**src/rtl/core/hvm_pkg.sv**
```systemverilog
`default_nettype none

package hvm_pkg;

    // item kinds
    typedef enum logic [1:0] {
        KIND_STRENGTH = 2'd0,
        KIND_REMAP    = 2'd1,
        KIND_TRACK    = 2'd2,
        KIND_UPDATE   = 2'd3
    } kind_t;

    // register index, taken from paddr[2]
    localparam logic REG_ENABLE_MASK   = 1'b0;
    localparam logic REG_SAMPLE_PERIOD = 1'b1;

    localparam int LEVEL_W   = 16;
    localparam int MASK_W    = 4;
    localparam int PERIOD_W  = 20;
    localparam int DIV_W     = 21;  // accumulator plus elapsed time
    localparam int DIV_CNT_W = 5;

    localparam logic [LEVEL_W-1:0]  Q_ONE          = 16'd32768;
    localparam logic [PERIOD_W-1:0] PERIOD_RESET   = 20'd62500;

    // controller to datapath
    typedef struct packed {
        logic init;    // reset clearing sweep
        logic accept;  // item taken this cycle
        logic trk_wr;  // track merge write back
        logic div;     // one quotient bit
        logic setup;   // load clear and emit counters
        logic clr;     // clear one ring entry
        logic emit;    // issue one drive lookup
    } hvm_cmd_t;

    // datapath to controller
    typedef struct packed {
        logic init_last;
        logic trk_ok;
        logic div_last;
        logic clr_zero;
        logic clr_last;
        logic emit_last;
    } hvm_stat_t;

endpackage

`default_nettype wire

```
**src/rtl/core/hvm_ctrl.sv**
```systemverilog
`default_nettype none

module hvm_ctrl
    import hvm_pkg::*;
(
    input  wire logic       clk,
    input  wire logic       rst_n,
    input  wire logic       start,
    input  wire logic [1:0] kind,
    input  wire hvm_stat_t  stat,
    output hvm_cmd_t        cmd,
    output logic            busy
);

    typedef enum logic [7:0] {
        S_INIT  = 8'b0000_0001,
        S_IDLE  = 8'b0000_0010,
        S_TRK   = 8'b0000_0100,
        S_DIV   = 8'b0000_1000,
        S_SETUP = 8'b0001_0000,
        S_CLR   = 8'b0010_0000,
        S_EMIT  = 8'b0100_0000,
        S_DRAIN = 8'b1000_0000
    } state_t;

    state_t state_reg, state_next;

    always_ff @(posedge clk or negedge rst_n)
    begin
        if (!rst_n)
        begin
            state_reg <= S_INIT;
        end
        else
        begin
            state_reg <= state_next;
        end
    end

    assign busy = (state_reg != S_IDLE);

    always_comb
    begin
        cmd        = '0;
        state_next = state_reg;
        case (state_reg)
            S_INIT:
            begin
                cmd.init = 1'b1;
                if (stat.init_last)
                begin
                    state_next = S_IDLE;
                end
            end
            S_IDLE:
            begin
                if (start)
                begin
                    cmd.accept = 1'b1;
                    if (kind == KIND_TRACK && stat.trk_ok)
                    begin
                        state_next = S_TRK;
                    end
                    else if (kind == KIND_UPDATE)
                    begin
                        state_next = S_DIV;
                    end
                end
            end
            S_TRK:
            begin
                cmd.trk_wr = 1'b1;
                state_next = S_IDLE;
            end
            S_DIV:
            begin
                cmd.div = 1'b1;
                if (stat.div_last)
                begin
                    state_next = S_SETUP;
                end
            end
            S_SETUP:
            begin
                cmd.setup  = 1'b1;
                state_next = stat.clr_zero ? S_EMIT : S_CLR;
            end
            S_CLR:
            begin
                cmd.clr = 1'b1;
                if (stat.clr_last)
                begin
                    state_next = S_EMIT;
                end
            end
            S_EMIT:
            begin
                cmd.emit = 1'b1;
                if (stat.emit_last)
                begin
                    state_next = S_DRAIN;
                end
            end
            S_DRAIN:
            begin
                state_next = S_IDLE;
            end
            default:
            begin
                state_next = S_INIT;
            end
        endcase
    end

endmodule

`default_nettype wire

```
**config.mk**
```make
export PLATFORM = sky130hd
export DESIGN_NAME = hvm_ctrl
export DESIGN_NICKNAME = d
export VERILOG_FILES = /design/src/rtl/core/hvm_pkg.sv /design/src/rtl/core/hvm_ctrl.sv
export SDC_FILE = /design/constraint.sdc
export NUM_CORES = 1
export LEC_CHECK = 0
export ABC_AREA = 1
export BUFFER_PORTS_ARGS = -buffer_cell sky130_fd_sc_hd__buf_2
export CAP_MARGIN = 20
export CORE_AREA = 2 2 39 41
export CTS_BUF_LIST = sky130_fd_sc_hd__clkbuf_2 sky130_fd_sc_hd__clkbuf_4 sky130_fd_sc_hd__clkbuf_8
export DETAILED_ROUTE_END_ITERATION = 8
export DIE_AREA = 0 0 41 43
export GPL_TIMING_DRIVEN = 0
export PLACE_DENSITY_LB_ADDON = 0.08
export SLEW_MARGIN = 20
export SYNTH_ARGS = -nofsm -noshare
export SYNTH_HDL_FRONTEND = slang
export SYNTH_SLANG_ARGS = --single-unit
```
**constraint.sdc**
```tcl
create_clock -name clk -period 2 [get_ports clk]
set_clock_uncertainty 0.15 [all_clocks]
set_input_delay 0.1 -clock clk [delete_from_list [all_inputs] [get_ports clk]]
set_output_delay 0.1 -clock clk [all_outputs]
set_load 0.005 [all_outputs]
```
==> flow_summary.json <==
{
  "finalSetupTns_ns": 0,
  "overflow": 0,
  "slew_headroom": 0.869,
  "startpoint_type": "flop",
  "crit_path_end_kind": "flop",
  "design.die.area_um2": 1760,
  "ys_types": 15,
  "cp_max_fo": 6,
  "synth_area_leader_cell": "dfrtp_1",
  "total_power_uw": 729,
  "mostFrequentLayoutCells": "23 x nand2_1, 21 x inv_1, 18 x buf_2",
  "gp_congestion": 0.754,
  "drt_iter0_drc": 9,
  "grt_max_degree": 9,
  "r2r_end": "state_reg[5]",
  "nFillCells": 142,
  "combPwrFrac": 0.505,
  "start_util": 0.433,
  "place_hpwl_um": 973,
  "clk_pin_slew_worst_paths_ns": 0.06,
  "yosysSeqAreaShare": 0.336,
  "tightest_slew_ns": 0.195,
  "ant_nets": 0,
  "synth_top_area_share": 0.292,
  "drt_wl_total_mm": 1.22,
  "cp.arrival_ns": 1.78,
  "clock_sinks": 8,
  "core-area_um2": 1380,
  "ys_seq_elements": 8,
  "p_clk_frac": 0.198,
  "ys_warn_count": 0,
  "via_per_inst": 4.31,
  "maxSlewViolCount": 0,
  "hold_viol": 0,
  "grt_usage": 0.192,
  "place_inst": 128,
  "synth_area_per_cell_um2": 6.38,
  "drive_gt1_frac": 0.309,
  "leakagePower_nw": 0.523,
  "ios": 19,
  "reg2reg_depth": 6,
  "wl_per_cell_um": 8.77,
  "cts_max_path_buffers": 2,
  "mostFrequentLayoutCell": "nand2_1",
  "grt_pass1_wl_mm": 2.24,
  "syn2layout_area_growth_pct": 35.1,
  "cellPowerDensity_nw_per_um2": 901,
  "htreeDepth": 1,
  "clock_latency_ns": 0.26,
  "cts_tree": "built",
  "die_w_um": 41,
  "layout_min_cycle_time_ns": 1.74,
  "numCtsBuffers": 3,
  "internal_power_uw": 429,
  "hold_class": "in2async",
  "maxCapViolations": 0,
  "ctsResizeCount": 0,
  "port_buffers": 18,
  "setup_viol": 0,
  "rsz0062_at_grt": "no",
  "yosys-top-cells-area": "dfrtp_1 29%, nand2_1 14%, inv_1 13%",
  "power.switching_uw": 300,
  "min_period_over_period": 0.869,
  "drcViolationCount": 0,
  "maxClockFrequency_ghz": 0.576,
  "largest_register_ffs": 8,
  "swShare": 0.412,
  "syn-cell-area_um2": 599,
  "pwr-share-seq": 0.297,
  "rows": 14,
  "antenna_found_initial": 0,
  "synthCells": 94,
  "outcome": "finished, final reports clean",
  "dr.pass1.iters": 4,
  "cts_root_buffer": "clkbuf_4",
  "fin_nets": 135,
  "r2r_start": "state_reg[2]",
  "synthesis.nets": 105,
  "ir_drop_mv": 0.388,
  "die_h_um": 43,
  "num_antenna_cells": 0,
  "required_ns": 2.04,
  "startpoint": "state_reg[2]",
  "vias": 599,
  "final-instance-count-excl-fill": 139,
  "crit_type": "reg2reg",
  "first_global_vias": 614,
  "ff2ff_setup_slack_ns": 0.26
}
==> cells in the mapped netlist (all sizes together) <==
library cell,count
nand3b,2
nand4,1
dfrtp,7
nand3,9
a21oi,2
inv,24
nand2,30
dfstp,1
nor2,17
o21ai,1
==> how the worst max path moves through the flow <==
| stage | to | slack [ns] |
|---|---|---|
| floorplan | state_reg[2] | 0.66 |
| global placement | state_reg[4] | 0.54 |
| detailed placement | state_reg[7] | 0.53 |
| CTS | state_reg[5] | 0.27 |
| global route | state_reg[5] | 0.1 |
| finish | state_reg[5] | 0.26 |
==> worst max-delay path, stage by stage (launching register included) <==
cell	delay (ns)
dfrtp_1	0.35
inv_1	0.12
nand2_4	0.08
nor2_4	0.18
nand2_2	0.09
o21ai_0	0.15
dlygate4sd3_1	0.56
==> layout make-up <==
class,count,area (µm²),share of cell area
Multi-Input combinational cell,62,308,0.380
Sequential cell,8,201,0.249
Timing Repair Buffer,25,160,0.198
Inverter,24,90.1,0.111
Clock buffer,4,30.0,0.0371
Tap cell,16,20.0,0.0247
==> stage by stage <==
| stage | hold WS [ns] | worst slack, ns | area [µm²] | util |
|---|---|---|---|---|
| 2_1_floorplan | -0.346 | 0.662 | 599 | - |
| 3_3_place_gp | -0.210 | 0.538 | 709 | 0.513 |
| 3_5_place_dp | -0.209 | 0.526 | 709 | 0.513 |
| 4_1_cts | 0.0487 | 0.267 | 810 | 0.585 |
| 5_1_grt | 0.0824 | 0.0951 | 810 | 0.585 |
| 6_report | 0.0484 | 0.263 | 810 | 0.585 |
==> layer usage <==
layer / up-vias / GRT usage / share of wire
met5: - / 0 / 0
met4: 0 / 0.120 / 0
met3: 0 / 0.0314 / 0.029
met2: 15 / 0.300 / 0.50
met1: 250 / 0.230 / 0.47
li1: 334 / - / -
==> kinds of logic after synthesis <==
family | share of synthesized area
AOI/OAI and AO/OA | 0.0250
DFF | 0.336
buffers and inverters | 0.150
and+or+nand+nor | 0.488
==> power groups by stage <==
stage          clock (mW)  sequential, mW  combinational, mW
6_report            0.144           0.217              0.368
3_5_place_dp            0           0.220              0.365
4_1_cts             0.147           0.217              0.376
2_1_floorplan           0           0.218              0.272
3_3_place_gp            0           0.220              0.362
5_1_grt             0.150           0.221              0.432
==> timing repair <==
| action | in CTS | in global routing |
|---|---|---|
| hold endpoints to repair | 13 | 0 |
| setup buffers | 0 | 0 |
| endpoints found under the setup margin | 0 | 0 |
| hold buffers | 7 | 0 |
Power figures use the tool's default switching activity.
